$ cat src/sv/srpg_pkg.sv
// ----------------------------------------------------------------------------
// srpg_pkg
// Shared types and constants of the stepper ramp profile generator.
// ----------------------------------------------------------------------------
package srpg_pkg;

  localparam logic [1:0] CMD_WRITE = 2'd0;
  localparam logic [1:0] CMD_START = 2'd1;
  localparam logic [1:0] CMD_TICK  = 2'd2;

  localparam int unsigned LEN_BITS       = 12;
  localparam int unsigned CFG_ADDR_BITS  = 2;
  localparam int unsigned CFG_DATA_BITS  = 32;

  localparam logic [CFG_ADDR_BITS-1:0] REG_RAMP_LENGTH = 2'd0;
  localparam logic [LEN_BITS-1:0]      RAMP_LENGTH_RST = 12'd1600;

  typedef struct packed {
    logic [1:0]  cmd;
    logic [10:0] table_index;
    logic [15:0] table_value;
    logic [23:0] pulse_count;
  } req_t;

  typedef struct packed {
    logic [15:0] step_period;
    logic        last_step;
    logic        move_done;
  } rsp_t;

  typedef struct packed {
    logic use_mem;
    logic last_step;
    logic move_done;
  } step_t;

endpackage

$ cat src/sv/srpg_seq.sv
// ----------------------------------------------------------------------------
// srpg_seq
// Move sequencer: phase, ramp position and cruise count, table addressing.
// ----------------------------------------------------------------------------
module srpg_seq #(
  parameter int unsigned TABLE_DEPTH = 2048,
  parameter int unsigned PERIOD_BITS = 16,
  parameter int unsigned COUNT_BITS  = 24,
  parameter int unsigned AW          = 11
) (
  input  logic                          clk_i,
  input  logic                          rst_ni,
  input  logic                          accept_i,
  input  srpg_pkg::req_t                req_i,
  input  logic [srpg_pkg::LEN_BITS-1:0] ramp_length_i,
  output logic                          step_valid_o,
  output srpg_pkg::step_t               step_o,
  output logic                          we_o,
  output logic [AW-1:0]                 waddr_o,
  output logic [PERIOD_BITS-1:0]        wdata_o,
  output logic                          re_o,
  output logic [AW-1:0]                 raddr_o
);

  localparam int unsigned PW = AW + 1;

  localparam logic [1:0] PH_IDLE    = 2'd0;
  localparam logic [1:0] PH_CLIMB   = 2'd1;
  localparam logic [1:0] PH_CRUISE  = 2'd2;
  localparam logic [1:0] PH_DESCEND = 2'd3;

  logic [1:0]            phase_q, phase_d;
  logic [PW-1:0]         pos_q, pos_d;
  logic [PW-1:0]         climb_q, climb_d;
  logic [COUNT_BITS-1:0] cruise_q, cruise_d;
  logic [COUNT_BITS-1:0] count;
  logic [PW-1:0]         len;
  logic [PW-1:0]         desc_pos;
  logic [PW-1:0]         desc_next;
  logic [33:0]           count_w;
  logic [33:0]           twice_w;

  always_comb begin
    if (ramp_length_i == '0) begin
      len = PW'(1);
    end else if (32'(ramp_length_i) > TABLE_DEPTH) begin
      len = PW'(TABLE_DEPTH);
    end else begin
      len = PW'(ramp_length_i);
    end
  end

  assign count     = COUNT_BITS'(32'(req_i.pulse_count));
  assign count_w   = 34'(count);
  assign twice_w   = 34'(len) << 1;
  assign desc_pos  = (phase_q == PH_DESCEND) ? pos_q : climb_q;
  assign desc_next = desc_pos - PW'(1);

  assign we_o    = accept_i && (req_i.cmd == srpg_pkg::CMD_WRITE) &&
                   (32'(req_i.table_index) < TABLE_DEPTH);
  assign waddr_o = AW'(32'(req_i.table_index));
  assign wdata_o = PERIOD_BITS'(32'(req_i.table_value));

  always_comb begin
    phase_d      = phase_q;
    pos_d        = pos_q;
    climb_d      = climb_q;
    cruise_d     = cruise_q;
    step_valid_o = 1'b0;
    step_o       = '0;
    re_o         = 1'b0;
    raddr_o      = '0;
    if (accept_i) begin
      case (req_i.cmd)
        srpg_pkg::CMD_START: begin
          step_valid_o = 1'b1;
          if (count == '0) begin
            phase_d          = PH_IDLE;
            step_o.move_done = 1'b1;
          end else begin
            re_o           = 1'b1;
            step_o.use_mem = 1'b1;
            if (count_w >= twice_w) begin
              climb_d  = len;
              cruise_d = COUNT_BITS'(count_w - twice_w);
            end else begin
              climb_d  = PW'(count >> 1);
              cruise_d = COUNT_BITS'(count[0]);
            end
            if (count == COUNT_BITS'(1)) begin
              // single step uses the first entry
              phase_d          = PH_CRUISE;
              cruise_d         = '0;
              pos_d            = '0;
              step_o.last_step = 1'b1;
            end else begin
              phase_d = PH_CLIMB;
              pos_d   = PW'(1);
            end
          end
        end
        srpg_pkg::CMD_TICK: begin
          if (phase_q != PH_IDLE) begin
            step_valid_o = 1'b1;
            if (phase_q == PH_CLIMB && pos_q < climb_q) begin
              re_o           = 1'b1;
              raddr_o        = pos_q[AW-1:0];
              step_o.use_mem = 1'b1;
              pos_d          = pos_q + PW'(1);
            end else if (phase_q != PH_DESCEND && cruise_q != '0) begin
              phase_d          = PH_CRUISE;
              cruise_d         = cruise_q - COUNT_BITS'(1);
              step_o.last_step = (cruise_q == COUNT_BITS'(1)) && (climb_q == '0);
            end else if (desc_pos != '0) begin
              phase_d          = PH_DESCEND;
              pos_d            = desc_next;
              re_o             = 1'b1;
              raddr_o          = desc_next[AW-1:0];
              step_o.use_mem   = 1'b1;
              step_o.last_step = (desc_next == '0);
            end else begin
              phase_d          = PH_IDLE;
              step_o.move_done = 1'b1;
            end
          end
        end
        default: begin
        end
      endcase
    end
  end

  always_ff @(posedge clk_i or negedge rst_ni) begin
    if (!rst_ni) begin
      phase_q  <= PH_IDLE;
      pos_q    <= '0;
      climb_q  <= '0;
      cruise_q <= '0;
    end else begin
      phase_q  <= phase_d;
      pos_q    <= pos_d;
      climb_q  <= climb_d;
      cruise_q <= cruise_d;
    end
  end

endmodule

$ cat config.mk
export PLATFORM = sky130hd
export DESIGN_NAME = srpg_seq
export DESIGN_NICKNAME = d
export VERILOG_FILES = /design/src/sv/srpg_pkg.sv /design/src/sv/srpg_seq.sv
export SDC_FILE = /design/constraint.sdc
export NUM_CORES = 1
export LEC_CHECK = 0
export ABC_AREA = 0
export ABC_CLOCK_PERIOD_IN_PS = 6400
export BUFFER_PORTS_ARGS = -buffer_cell sky130_fd_sc_hd__buf_2
export CORE_MARGIN = 4
export CORE_UTILIZATION = 60
export CTS_CLUSTER_SIZE = 20
export DETAILED_ROUTE_END_ITERATION = 8
export GPL_TIMING_DRIVEN = 0
export HOLD_SLACK_MARGIN = 0.1
export PLACE_DENSITY = 0.86
export SYNTH_ARGS = -nofsm -noshare
export SYNTH_HDL_FRONTEND = slang
export SYNTH_SLANG_ARGS = --single-unit
$ cat constraint.sdc
create_clock -name clk_i -period 6.4 [get_ports clk_i]
set_input_delay 1.92 -clock clk_i [delete_from_list [all_inputs] [get_ports clk_i]]
set_output_delay 1.92 -clock clk_i [all_outputs]
set_load 0.05 [all_outputs]
Yosys cells after proc, flatten, opt, wreduce, memory -nomap -nowiden
Cells that the tools add are included.

word-level totals
  RAM bits = 0
  output and inout port bits = 44
  memories = 0
  register bits after elaboration = 50
  input port bits = 68
  latch bits = 0
  word-level logic and storage cells = 96
  ROM bits = 0

operators by class
  mux-type cells = 54
  magnitude comparators = 3
  bitwise gates (word level) = 1
  reduce and logical (&&, ||, !) cells = 17
  add/subtract/negate cells = 4
  divide/modulo/power cells = 0
  multiply operators = 0
  shifts and indexed selects = 0
  eq/ne operators = 13

operator list
  operator               count
  $mux 24                6
  $mux 12                9
  $mux 11                6
  $eq 24x1->1 const B    2
  $pmux 24 s2            1
  $logic_not 12->1       3
  $ge 24x13->1           1
  $logic_not 24->1       1
  $pmux 12 s2            1
  $reduce_bool 24->1     1
  $sub 24x1->24 const B  1
  $sub 24x13->24         1
  $mux 2                 9
  $mux 1                 16
  $add 12x1->12 const B  1
  $gt 12x12->1 const B   1
  $lt 12x12->1           1
  $reduce_and 6->1       2
  $reduce_bool 12->1     1
  $sub 12x1->12 const B  1
  $ne 2x2->1 const B     5
  $mux 3                 2
  $ne 3x3->1 const B     2
  $pmux 3 s2             1
  other kinds (10)       17

Depth between registers and ports, before layout
  depth in word-level cells = 10
  mapped depth = 14
  gate-level depth less buffers = 13

Least setup slack after synthesis
OpenSTA, ideal clock, no wires.

  path type = input to output
  start = input req_i[52] (netlist name)
  end = output step_o[2] (netlist name)
  stages on the path = 6
  path slack = 0.250 ns
  arrival = 4.230 ns
  path buffers = 2
  required time = 4.480 ns
  path through = inv_1 > ha_1 > o311ai_1 > clkbuf_1 > a21boi_0 > buf_4

RTL lines
  what                line            text
  start: declaration  srpg_seq.sv:14  input srpg_pkg::req_t req_i,
  end: declaration    srpg_seq.sv:17  output srpg_pkg::step_t step_o,

==> metrics.md <==
| Metric | Value |
|---|---|
| GRT Total Usage | `33.0%` |
| Largest net degree at the start of global routing | `51` |
| Arr. time, crit path | `4340 ps` |
| Initial antenna violation count | `0` |
| Worst-margin pin slew | `roughly 1100 ps` |
| Reg-to-Reg Start | `phase_q[1]` |
| Die width | `102 microns` |
| HPWL after DPL | `13800 microns` |
| Status | `finished, final reports clean` |
| Setup bufs post-CTS | `0` |
| Post-Syn Instances | `around 700` |
| Via-to-Cell Ratio | `6.69` |
| Final Setup Violations | `0` |
| DR WL/cell | `19.0 microns` |
| CP most frequent cell | `buf_2` |
| Minimum clock period | `6260 ps` |
| TritonCTS clock tree | `built` |
| Synth Area in XOR/XNOR | `roughly 5.1%` |
| Worst path max stage delay | `510 ps` |
| CP top delay family | `buffers and inverters` |
| Largest family of logic cells by synthesized area | `compound AO/OA/AOI/OAI gates` |
| CP max stage cell | `o311ai_4` |
| Residual DRC count | `0` |
| Worst hold slack | `just over 500 ps` |
| Crit-path cells | `buf_2 > nor4_2 > nand2_1 > o311ai_4 > clkbuf_1 > a21boi_0 > buf_4 > buf_2` |
| Synth Area in Compound Gates | `roughly 28%` |
| Sequential area share after synthesis | `around a quarter` |
| Syn_nets | `808` |
| Clock-pin slew on the worst setup and hold paths | `100 ps` |
| Max-Cap Viols | `0` |
| Multi-input logic area | `0.00363 sq mm` |
| Gr ovfl total | `0` |
| Distinct cells, synth | `76` |
| Later-pin clock latency in the skew report | `310 ps` |
| Starting DRC count in detailed routing | `693` |
| Final nets | `approximately 900` |
| Post-Synth Simple-Gate Area | `24.5%` |
| Crit Path Class | `input pin to output port` |
| Mux contribution to synthesized area | `1.68%` |
| Number of synthesized flops with an enable pin | `0` |
| Layout area overhead | `12.6%` |
| Synthesis Warnings | `0` |
| Leakage | `2.65 nW` |
| Most frequent cells in the layout | `buf_2 (87), nand2_1 (67), nor2_1 (60)` |
| Total via count in the routed design | `6045` |
| Post-synthesis area per instance | `7.60 sq um` |
| Ys async rst share | `100%` |
| Critical Path Sink Type | `output port` |
| Commonest non-fill, non-tap cell in the layout | `buf_2` |
| Number of global-route vias before repair | `5692` |
| Clock Skew | `12.6 ps` |
| CTS Buf Count | `5` |
| FILL cells | `779` |
| Top_reg_cell synth | `dfrtp_1` |
| Total core area | `approximately 0.0087 sq mm` |
| Root Driver | `clkbuf_8` |
| Place WS | `-362 ps` |
| Buf/Inv on CP | `4` |
| Relative slew slack | `23.6%` |
| Hold Buf Count CTS | `0` |
| Global-route wire length before repair | `27500 microns` |
| Crit path max fanout | `10` |
| Mapped cell area | `0.00535 sq mm` |
| Final core occ | `69.4%` |
| Hold path start | `cruise_q[12]` |
| #FFs+latches synth | `50` |
| Die Ht | `102 microns` |
| Peak supply drop | `150 uV` |
| Final worst slack | `141 ps` |
| ANT nets after route | `0` |
| Hold/Removal Path Class | `register to register` |
| Row cnt | `34` |
| Starting Density | `61.6%` |
| DP Area | `0.00590 sq mm` |
| Port Buffers | `84` |
| Clock Path Buffers | `2` |
| RD Place Congestion | `0.972` |
| FF+latch area | `0.00125 sq mm` |
| Htree depth | `2` |
| RSZ-0062 raised after global routing | `false` |
| DR pass1 iterations | `6` |
| Share of post-route cells with drive strength above 1 | `18.3%` |
| Pwr/cell area | `284 mW/mm^2` |
| Setup crit start | `req_i[17]` |
| # IOs | `roughly 110` |
| Setup crit start kind | `input pin` |
| Clock sink count | `50` |
| Die area | `0.0105 sq mm` |
| Adder-Cell Fraction of Synth Area | `8.56%` |
| Fin crit share | `97.8%` |
| Antenna Cells | `0` |
| Final Hold Fails | `0` |
| Fmax | `160 MHz` |
| Final WL | `17200 microns` |
| Slew Viols, Final | `0` |
| Post-route cell area | `0.00602 sq mm` |
| CP required | `4480 ps` |
metal layers:
metal	track usage (%)	share of wire, %	up-vias
li1	-	-	2761
met1	45.0	41	2852
met2	53.4	46	394
met3	4.78	10	38
met4	11.5	2.4	0
met5	0	0	-
power by group:
part	switching, mW	total (mW)	internal (mW)
sequential	0.155	0.578	0.424
combinational	0.583	0.933	0.350
clock	0.112	0.199	0.0872
metrics by stage:
| step | total power [mW] | setup TNS (ps) | cells |
|---|---|---|---|
| 2_1_floorplan | 1.22 | 0 | 704 |
| 3_3_place_gp | 1.44 | -505 | 896 |
| 3_5_place_dp | 1.48 | -612 | 896 |
| 4_1_cts | 1.68 | 0 | 904 |
| 5_1_grt | 1.83 | 0 | 904 |
| 6_report | 1.71 | 0 | 904 |
registers in the layout (all words and copies together) (netlist names):
register and cells:
cruise_q 24, climb_q 12, pos_q 12, phase_q 2
synth_stat cells, drive strengths merged (7+ instances only):
cell	instances	area share, %
or4	10	1.6
a31oi	10	1.2
nor3	19	1.8
a22o	9	1.5
or3	8	0.98
a21oi	52	4.9
o22ai	8	0.94
a211oi	9	1.3
nand4	8	0.94
clkbuf	26	1.8
nor2	60	4.2
xnor2	25	4.1
and3	9	1.1
and2	7	0.82
ha	35	8.2
buf	32	4.3
dfrtp	50	23
nor4	17	2.3
o21a	9	1.3
nand2	67	4.7
a311oi	10	1.6
o21ai	59	5.5
inv	43	3.0
mux2i	9	1.7
nand3	13	1.3
worst paths after layout:
path	end	slack [ps]	cells past startpoint
worst max-delay path	step_o[2]	140	8
worst min-delay path	cruise_q[12]	510	1
worst max register to register	pos_q[1]	2470	13
worst min register to register	cruise_q[12]	510	1
max in group asynchronous	climb_q[6]	3860	1
min in group asynchronous	pos_q[9]	1830	1
layout make-up:
class                           instances  share of cell area [%]
Buffer                                 58                    5.44
Clock buffer                            6                    1.37
Clock inverter                          2                   0.208
Inverter                               43                    2.68
Multi-Input combinational cell        553                    60.3
Sequential cell                        50                    20.8
Tap cell                              108                    2.24
Timing Repair Buffer                   84                    6.98
cell families (layout without fill, tap and decap cells):
logic type / after synthesis / after routing
adder cells (fa/ha/maj): 36 / 36
buffers and inverters: 101 / 193
AO/OA/AOI/OAI: 225 / 225
multiplexers: 9 / 9
XOR/XNOR: 31 / 31
AND/OR/NAND/NOR: 252 / 252
flip-flops: 50 / 50
repair_timing:
| item | 4_1_cts | 5_1_grt |
|---|---|---|
| pin swaps | 0 | 0 |
| gates resized for setup | 3 | 2 |
| endpoints found under the setup margin | 2 | 12 |
Power figures use the tool's default switching activity.
