**config.mk**
```make
export PLATFORM = sky130hd
export DESIGN_NAME = srpg_out
export DESIGN_NICKNAME = d
export VERILOG_FILES = /design/src/sv/srpg_pkg.sv /design/src/sv/srpg_out.sv
export SDC_FILE = /design/constraint.sdc
export NUM_CORES = 1
export LEC_CHECK = 0
export ABC_AREA = 1
export BUFFER_PORTS_ARGS = -buffer_cell sky130_fd_sc_hd__buf_2
export CAP_MARGIN = 20
export CORE_MARGIN = 2
export CORE_UTILIZATION = 40
export CTS_CLUSTER_SIZE = 16
export DETAILED_ROUTE_END_ITERATION = 10
export HOLD_SLACK_MARGIN = 0.05
export PLACE_DENSITY_LB_ADDON = 0.2
export SLEW_MARGIN = 0
export SYNTH_ARGS = -nofsm -noshare
export SYNTH_HDL_FRONTEND = slang
export SYNTH_SLANG_ARGS = --single-unit
```
**constraint.sdc**
```tcl
create_clock -name clk_i -period 2.16 [get_ports clk_i]
set_clock_uncertainty 0.05 [all_clocks]
set_input_delay 0.432 -clock clk_i [delete_from_list [all_inputs] [get_ports clk_i]]
set_output_delay 0.432 -clock clk_i [all_outputs]
set_load 0.01 [all_outputs]
```
**src/sv/srpg_pkg.sv**
```systemverilog
// ----------------------------------------------------------------------------
// srpg_pkg
// Shared types and constants of the stepper ramp profile generator.
// ----------------------------------------------------------------------------
package srpg_pkg;

  localparam logic [1:0] CMD_WRITE = 2'd0;
  localparam logic [1:0] CMD_START = 2'd1;
  localparam logic [1:0] CMD_TICK  = 2'd2;

  localparam int unsigned LEN_BITS       = 12;
  localparam int unsigned CFG_ADDR_BITS  = 2;
  localparam int unsigned CFG_DATA_BITS  = 32;

  localparam logic [CFG_ADDR_BITS-1:0] REG_RAMP_LENGTH = 2'd0;
  localparam logic [LEN_BITS-1:0]      RAMP_LENGTH_RST = 12'd1600;

  typedef struct packed {
    logic [1:0]  cmd;
    logic [10:0] table_index;
    logic [15:0] table_value;
    logic [23:0] pulse_count;
  } req_t;

  typedef struct packed {
    logic [15:0] step_period;
    logic        last_step;
    logic        move_done;
  } rsp_t;

  typedef struct packed {
    logic use_mem;
    logic last_step;
    logic move_done;
  } step_t;

endpackage

```
**src/sv/srpg_out.sv**
```systemverilog
// ----------------------------------------------------------------------------
// srpg_out
// Period select stage and output register; holds the current period.
// ----------------------------------------------------------------------------
module srpg_out #(
  parameter int unsigned PERIOD_BITS = 16
) (
  input  logic                   clk_i,
  input  logic                   rst_ni,
  input  logic                   step_valid_i,
  input  srpg_pkg::step_t        step_i,
  input  logic [PERIOD_BITS-1:0] rdata_i,
  output logic                   stall_o,
  output logic                   out_valid_o,
  output srpg_pkg::rsp_t         out_rsp_o,
  input  logic                   out_stall_i
);

  logic                   s1_valid_q;
  srpg_pkg::step_t        s1_step_q;
  logic                   out_valid_q;
  srpg_pkg::rsp_t         out_rsp_q;
  logic [PERIOD_BITS-1:0] cur_period_q;
  logic [PERIOD_BITS-1:0] period;
  logic                   out_free;
  logic                   s1_move;

  assign out_free = !out_valid_q || !out_stall_i;
  assign s1_move  = s1_valid_q && out_free;
  assign stall_o  = s1_valid_q && !out_free;
  assign period   = s1_step_q.use_mem ? rdata_i : cur_period_q;

  always_ff @(posedge clk_i or negedge rst_ni) begin
    if (!rst_ni) begin
      s1_valid_q   <= 1'b0;
      out_valid_q  <= 1'b0;
      cur_period_q <= '0;
    end else begin
      if (!stall_o) begin
        s1_valid_q <= step_valid_i;
      end
      if (out_free) begin
        out_valid_q <= s1_valid_q;
      end
      if (s1_move && s1_step_q.use_mem) begin
        cur_period_q <= rdata_i;
      end
    end
  end

  always_ff @(posedge clk_i) begin
    if (step_valid_i && !stall_o) begin
      s1_step_q <= step_i;
    end
    if (s1_move) begin
      out_rsp_q.step_period <= s1_step_q.move_done ? 16'd0 : 16'(32'(period));
      out_rsp_q.last_step   <= s1_step_q.last_step;
      out_rsp_q.move_done   <= s1_step_q.move_done;
    end
  end

  assign out_valid_o = out_valid_q;
  assign out_rsp_o   = out_rsp_q;

endmodule

```
======== Word level (Yosys, flattened, before mapping) ========
Index checks and enable logic that the tools add are counted.
word-level totals
  flip-flop bits (word level) ............. 39
  bits of input ports ..................... 23
  output and inout port bits .............. 20
  word-level logic and storage cells ...... 19
operators by class
  muxes and demuxes ....................... 1
  reductions and logical operators ........ 9
operators by type and width
  kind               count
  16-bit 2-to-1 mux  1
  1-bit logical AND  4
  1-bit zero test    4
  1-bit logical OR   1

======== Logic depth before layout (Yosys ltp) ========
Gate-level depths: netlist of run 1.
  word-level depth ........................ 6
  gate-level depth with buffers ........... 5
  mapped depth without buffers ............ 5

======== Worst setup path after synthesis of run 1 ========
OpenSTA, ideal clock, no wires.
  path type ............................... flip-flop to flip-flop
  start point ............................. reg s1_valid_q
  end point ............................... reg out_rsp_q (netlist bit out_rsp_o[0]), enable pin
  library setup time ...................... 0.393 ns
  arrival time ............................ 1.457 ns
  required time ........................... 1.717 ns
  setup slack ............................. 0.261 ns
  stages on the path, launching flop included .. 5
  path buffers ............................ 2
  period minus slack after synthesis ...... 1.899 ns
  cell sequence ........................... dfrtp_1 buf_4 buf_4 inv_1 nor2_1
between the ends
  cells in the longest elaborated chain, start to end .. 1
RTL lines
  element                 line            text
  from (decl)             srpg_out.sv:19  logic s1_valid_q;
  from (signal assigned)  srpg_out.sv:40  s1_valid_q <= step_valid_i;
  1-bit logical AND       srpg_out.sv:29  assign s1_move = s1_valid_q && out_free;
  net s1_move             srpg_out.sv:26  logic s1_move;
  to (decl)               srpg_out.sv:22  srpg_pkg::rsp_t out_rsp_q;
The timed path passes the listed nets, and every way through them passes these cells.
A chain may end at the register's enable or synchronous reset.

======== Final worst setup path of run 1 ========
  start point ............................. reg out_valid_q (netlist: out_valid_o)
  end point ............................... out stall_o
between the ends
  cells in the longest elaborated chain, start to end .. 4
RTL lines
  element                 line            text
  from (decl)             srpg_out.sv:21  logic out_valid_q;
  from (signal assigned)  srpg_out.sv:43  out_valid_q <= s1_valid_q;
  1-bit zero test         srpg_out.sv:28  assign out_free = !out_valid_q || !out_stall_i;
  1-bit logical OR        srpg_out.sv:28
  1-bit zero test         srpg_out.sv:30  assign stall_o = s1_valid_q && !out_free;
  1-bit logical AND       srpg_out.sv:30
  to (decl)               srpg_out.sv:13  output logic stall_o,
Every way passes these cells.

==> qor.yml, run 1 <==
layout:
  nets: 223
  ff_latch_area_um2: 1080
  finalInstanceArea_um2: 1990
  areaGrowthSynthToFinish_pct: 19.8
  fillerInstances: 370
  drive_above_1_share_pct: 27.9
  instances_no_fill: 251
  n_antenna_cell: 0
  multi_input_area_um2: 468
route:
  dr.pass1.iters: 5
  wl_met2_um: 1550
  vias: 1257
  wl_per_cell_um: 12.8
  dr.max_layer_used: "met4"
  drt-initial-drc-count: 59
  postRouteAntennaNets: 0
  wl_met1_um: 1350
  vias_per_cell: 5.01
  route.met3.wl_um: 247
  drc: 0
  wirelength_um: 3210
floorplan:
  core-area_um2: 4000
  fp.dieH_um: 68.4
  initial_core_util_pct: 41.5
  rows: 23
  dieArea_um2: 4680
  dieWidth_um: 68.4
  io_pins: 43
cts:
  ctsRootBufferMaster: "clkbuf_8"
  cts_tree: "done"
  clk_pin_slew_ns: 0.07
  cts_max_level: 2
  cts_made_buffers: 5
  cts_setup_buffers: 0
  cts_buffer_depth: 2
  worstSkewPairLatency_ns: 0.29
  cts_sinks: 39
setup_path:
  r2r_slack_ns: 0.61
  worstSetupPathType: "register to output port"
  end_kind: "output port"
  path_cells: "nand2_4, inv_1, nand2_1, inv_1, buf_2"
  arrival_ns: 1.26
  rr_startpoint: "s1_step_q[2]"
  r2r_cells: 3
  critPathMaxStageDelay_ns: 0.41
  cp_common_cell: "inv_1"
  cp.required_ns: 1.68
  worstReg2RegEnd: "out_rsp_o[8]"
  critical_path.startpoint_type: "register"
  cp_max_fo: 19
  cp_slowest_cell: "dfrtp_1"
grt:
  grt_max_degree: 20
  grt_usage_pct: 15.9
  grt-ovfl-total: 0
  grt_pass1_vias: 1189
  antenna_found_initial: 0
  grt_pass1_wl_um: 5310
sta:
  fin_crit_ns: 1.75
  rsz0062_at_grt: "no"
  finalHoldViolations: 0
  slew_viol_final: 0
  min_period_over_period_pct: 80.8
  setup_viol: 0
  worst_pin_slew_ns: 0.647
  slew_headroom_pct: 56.9
  max_freq_ghz: 0.573
  tns_ns: 0
logic_synthesis:
  ys_warn_count: 0
  synth_area_leaders: "edfxtp_1 38%, dfrtp_1 27%, nand2_1 15%"
  syn_avg_cell_area_um2: 10.5
  syn_nets: 181
  ys.flop_type: "edfxtp_1"
  yosysTopAreaCellShare_pct: 38.0
  synth_fa_ha_area_share_pct: 0
  netlist-cell-type-count: 14
  synth_most_common_cell: "nand2_1"
  synthCells: 158
  netlist_area_um2: 1660
  yosys.area_share.simple_pct: 23.4
  async_flop_share_pct: 46.2
  synth_compound_area_share_pct: 4.83
  muxShareOfSynthArea_pct: 0
  synth_xor_area_share_pct: 0
  ys_seq_area_share_pct: 65.2
  synth-edff-count: 21
  synth_top_family_by_area: "simple AND/OR/NAND/NOR gates"
  yosysTopAreaCell: "edfxtp_1"
  synth-seq-cells: 39
  netlist_top_cells_count: "68 x nand2_1, 21 x edfxtp_1, 18 x dfrtp_1"
power:
  power_density_nw_per_um2: 941
  p_leak_nw: 0.947
  peakVddDrop_mv: 0.436
worst_hold_path:
  min_path_cells: 1
  worstHoldPathType: "input pin to register"
  hp-start: "step_i[1]"
  whs_endpoint: "s1_step_q[1]"
place:
  dpl.cell_count: 242
  dp_hpwl_um: 2190
  place_congestion: 0.783
  numPortBuffers: 42
  placed_cell_area_um2: 1870
run_status:
  status: "completed"
flow_run:
  maxCapViolations: 0
[layout by cell type (no fill, tap or decap), drive strengths merged]
cell / synthesis / final
nand2: 69 / 69
buf: 10 / 45
edfxtp: 21 / 21
dfrtp: 18 / 18
a21oi: 16 / 16
nand4: 16 / 16
clkbuf: 1 / 7
inv: 5 / 5
nor2: 1 / 1
nand3: 1 / 1
clkinv: 0 / 1
dlygate4sd3: 0 / 1
[sequential cells by signal, indices dropped and copies added (netlist names)]
name	flops
out_rsp_o	18
cur_period_q	16
s1_step_q	3
out_valid_o	1
s1_valid_q	1
[worst max-delay path, delay by kind of cell, from the launching register on]
kind | cells | cell delay (ns)
flops | 1 | 0.41
buf+inv | 3 | 0.25
simple gates | 2 | 0.31
[per-stage QoR]
step / power, W / util (%) / setup WS [ns] / hold WS, ns
6_report: 0.00187 / 49.7 / 0.415 / 0.266
5_1_grt: 0.00199 / 49.7 / 0.296 / 0.257
4_1_cts: 0.00190 / 49.7 / 0.405 / 0.255
3_5_place_dp: 0.00132 / 46.6 / 0.600 / 0.340
3_3_place_gp: 0.00130 / 46.6 / 0.622 / 0.330
2_1_floorplan: 0.00121 / - / 0.261 / 0.0864
[layer usage]
layer	global-route usage [%]	vias to the layer above
li1	-	616
met1	18.5	587
met2	26.6	48
met3	5.10	6
met4	7.50	0
met5	0	-
[how the worst max path moves through the flow]
| stage | to | slack (ns) | start | depth (start not counted) |
|---|---|---|---|---|
| floorplan | out_rsp_o[0] | 0.26 | s1_valid_q | 4 |
| global placement | stall_o | 0.62 | out_stall_i | 6 |
| detailed placement | stall_o | 0.60 | out_stall_i | 6 |
| CTS | stall_o | 0.40 | out_valid_o | 5 |
| global route | stall_o | 0.30 | out_valid_o | 5 |
| finish | stall_o | 0.41 | out_valid_o | 5 |
[layout make-up]
type,count,area share (%)
clock buffers,7,5.41
clock inverters,1,0.252
inverters,5,1.07
multi-input cells,103,23.5
flip-flops and latches,39,54.4
well taps,50,3.15
repair buffers,46,12.2
[power breakdown]
group,switching [W],internal [W]
clock,0.000242,0.000327
combinational,0.000183,0.000117
sequential,0.0000715,0.000931
[cell families (layout without fill, tap and decap cells)]
kind of cell           Yosys count  in the layout
DFF                             39             39
AOI/OAI and AO/OA               16             16
and+or+nand+nor                 87             87
buffers and inverters           16             59
[timing repair]
item | 4_1_cts | 5_1_grt
hold buffers | 1 | 0
gates resized for setup | 0 | 0
endpoints found under the hold margin | 18 | 0
Power figures use the tool's default switching activity.
==> run 2: changes to the inputs <==
- clock period: 2.16 -> 1.7 ns (I/O delays scaled with it)
==> run 2 against run 1 <==
Compared with the run above:
- design area increased by 0.25%
- die area unchanged
- sequential share of layout area shrank 0.14 points
- via count up 0.56%
- critical endpoint unchanged
- largest cell class unchanged
==> qor.yml, run 2 (same netlist as run 1, synthesis figures left out) <==
layout:
  ff_latch_area_um2: 1080
  drive_above_1_share_pct: 28.6
  nets: 225
  layout_commonest_cell: "nand2_1"
  fin_util_pct: 49.8
  n_antenna_cell: 0
  largest_reg_flops: 18
  instances_no_fill: 253
  areaGrowthSynthToFinish_pct: 20.1
  multi_input_area_um2: 470
  final_cell_mix: "68 x nand2_1, 42 x buf_2, 21 x edfxtp_1, 18 x dfrtp_1"
  fillerInstances: 406
  finalInstanceArea_um2: 1990
grt:
  grt_max_degree: 19
  grt_pass1_vias: 1240
  antenna_found_initial: 0
  grt_usage_pct: 17.2
  grt-ovfl-total: 0
  grt_pass1_wl_um: 5730
sta:
  slew_viol_final: 0
  slew_headroom_pct: 59.6
  worst_pin_slew_ns: 0.606
  tns_ns: 0
  finalHoldViolations: 0
  setup_viol: 0
  fin_crit_ns: 1.48
  rsz0062_at_grt: "no"
  min_period_over_period_pct: 87.1
  max_freq_ghz: 0.675
  layout_setup_ws_ns: 0.219
run_status:
  status: "completed"
setup_path:
  critPathBufInv: 3
  critical_path.startpoint_type: "register"
  cp_top_family: "flip-flops"
  cp.required_ns: 1.31
  cp_slowest_cell: "dfrtp_1"
  critPathMaxStageDelay_ns: 0.41
  worstSetupPathType: "register to output port"
  arrival_ns: 1.09
  path_cells: "nand2_4, inv_1, nand2_1, inv_1, buf_2"
  cp_max_fo: 3
  end_kind: "output port"
  cp_common_cell: "inv_1"
power:
  peakVddDrop_mv: 0.545
  p_comb_share_pct: 17.1
  intPower_w: 0.00171
  switching_share_pct: 27.3
  p_seq_share_pct: 54.0
  power_density_nw_per_um2: 1180
  p_switching_w: 0.000640
  p_leak_nw: 0.949
  clockPowerShare_pct: 29.0
cts:
  clk_pin_slew_ns: 0.07
  worstSkewPairLatency_ns: 0.29
  ctsRootBufferMaster: "clkbuf_8"
  cts_sinks: 39
  cts_made_buffers: 5
  cts_setup_buffers: 0
  holdBufCountCts: 1
  cts_tree: "done"
  cts_buffer_depth: 2
  cts_max_level: 2
  cts_resized: 0
route:
  postRouteAntennaNets: 0
  wl_per_cell_um: 13.8
  wirelength_um: 3490
  dr.pass1.iters: 6
  drc: 0
  vias: 1264
  drt-initial-drc-count: 77
  vias_per_cell: 5.00
floorplan:
  fp.dieH_um: 68.4
  dieArea_um2: 4680
  rows: 23
  io_pins: 43
  dieWidth_um: 68.4
  initial_core_util_pct: 41.5
  core-area_um2: 4000
place:
  dp_hpwl_um: 2350
  dpl.cell_count: 244
  placed_cell_area_um2: 1880
  dp_slack_ns: 0.368
  numPortBuffers: 42
  place_congestion: 0.810
worst_hold_path:
  worstHoldPathType: "input pin to register"
flow_run:
  maxCapViolations: 0
## run 2: cell type report
cell class | count | share of cell area, %
Sequential cell | 39 | 54.2
Multi-Input combinational cell | 103 | 23.6
Timing Repair Buffer | 48 | 12.9
Clock buffer | 8 | 5.02
Tap cell | 50 | 3.14
Inverter | 5 | 1.07
## run 2: path summary, 6_finish.rpt
kind	startpoint	end	slack [ns]	cells past startpoint
worst max-delay path	out_valid_o	stall_o	0.22	5
worst min-delay path	step_i[0]	s1_step_q[0]	0.18	1
worst max register to register	s1_step_q[2]	out_rsp_o[13]	0.35	3
worst min register to register	s1_step_q[1]	out_rsp_o[1]	0.38	0
max in group asynchronous	rst_ni	cur_period_q[12]	0.85	2
min in group asynchronous	rst_ni	cur_period_q[7]	0.46	2
## run 2: per-layer routing
layer | vias up | track usage (%) | share of wire, %
li1 | 620 | - | -
met1 | 601 | 21.2 | 42
met5 | - | 0 | 0
met4 | 0 | 6.25 | 1.3
met3 | 5 | 6.09 | 5.2
met2 | 38 | 27.6 | 51
## run 2: stage by stage
step | hold WS [ns] | total power, W
final | 0.177 | 0.00235
after global routing | 0.167 | 0.00249
after CTS | 0.168 | 0.00237
after detailed placement | 0.249 | 0.00169
after global placement | 0.246 | 0.00167
after floorplan | -0.00559 | 0.00154
## run 2: power groups by stage
stage / Clock (W) / Combinational [W] / Sequential, W
floorplan: 0 / 0.000252 / 0.00129
global placement: 0 / 0.000386 / 0.00128
detailed placement: 0 / 0.000406 / 0.00129
CTS: 0.000695 / 0.000409 / 0.00127
global route: 0.000737 / 0.000461 / 0.00129
finish: 0.000680 / 0.000400 / 0.00127
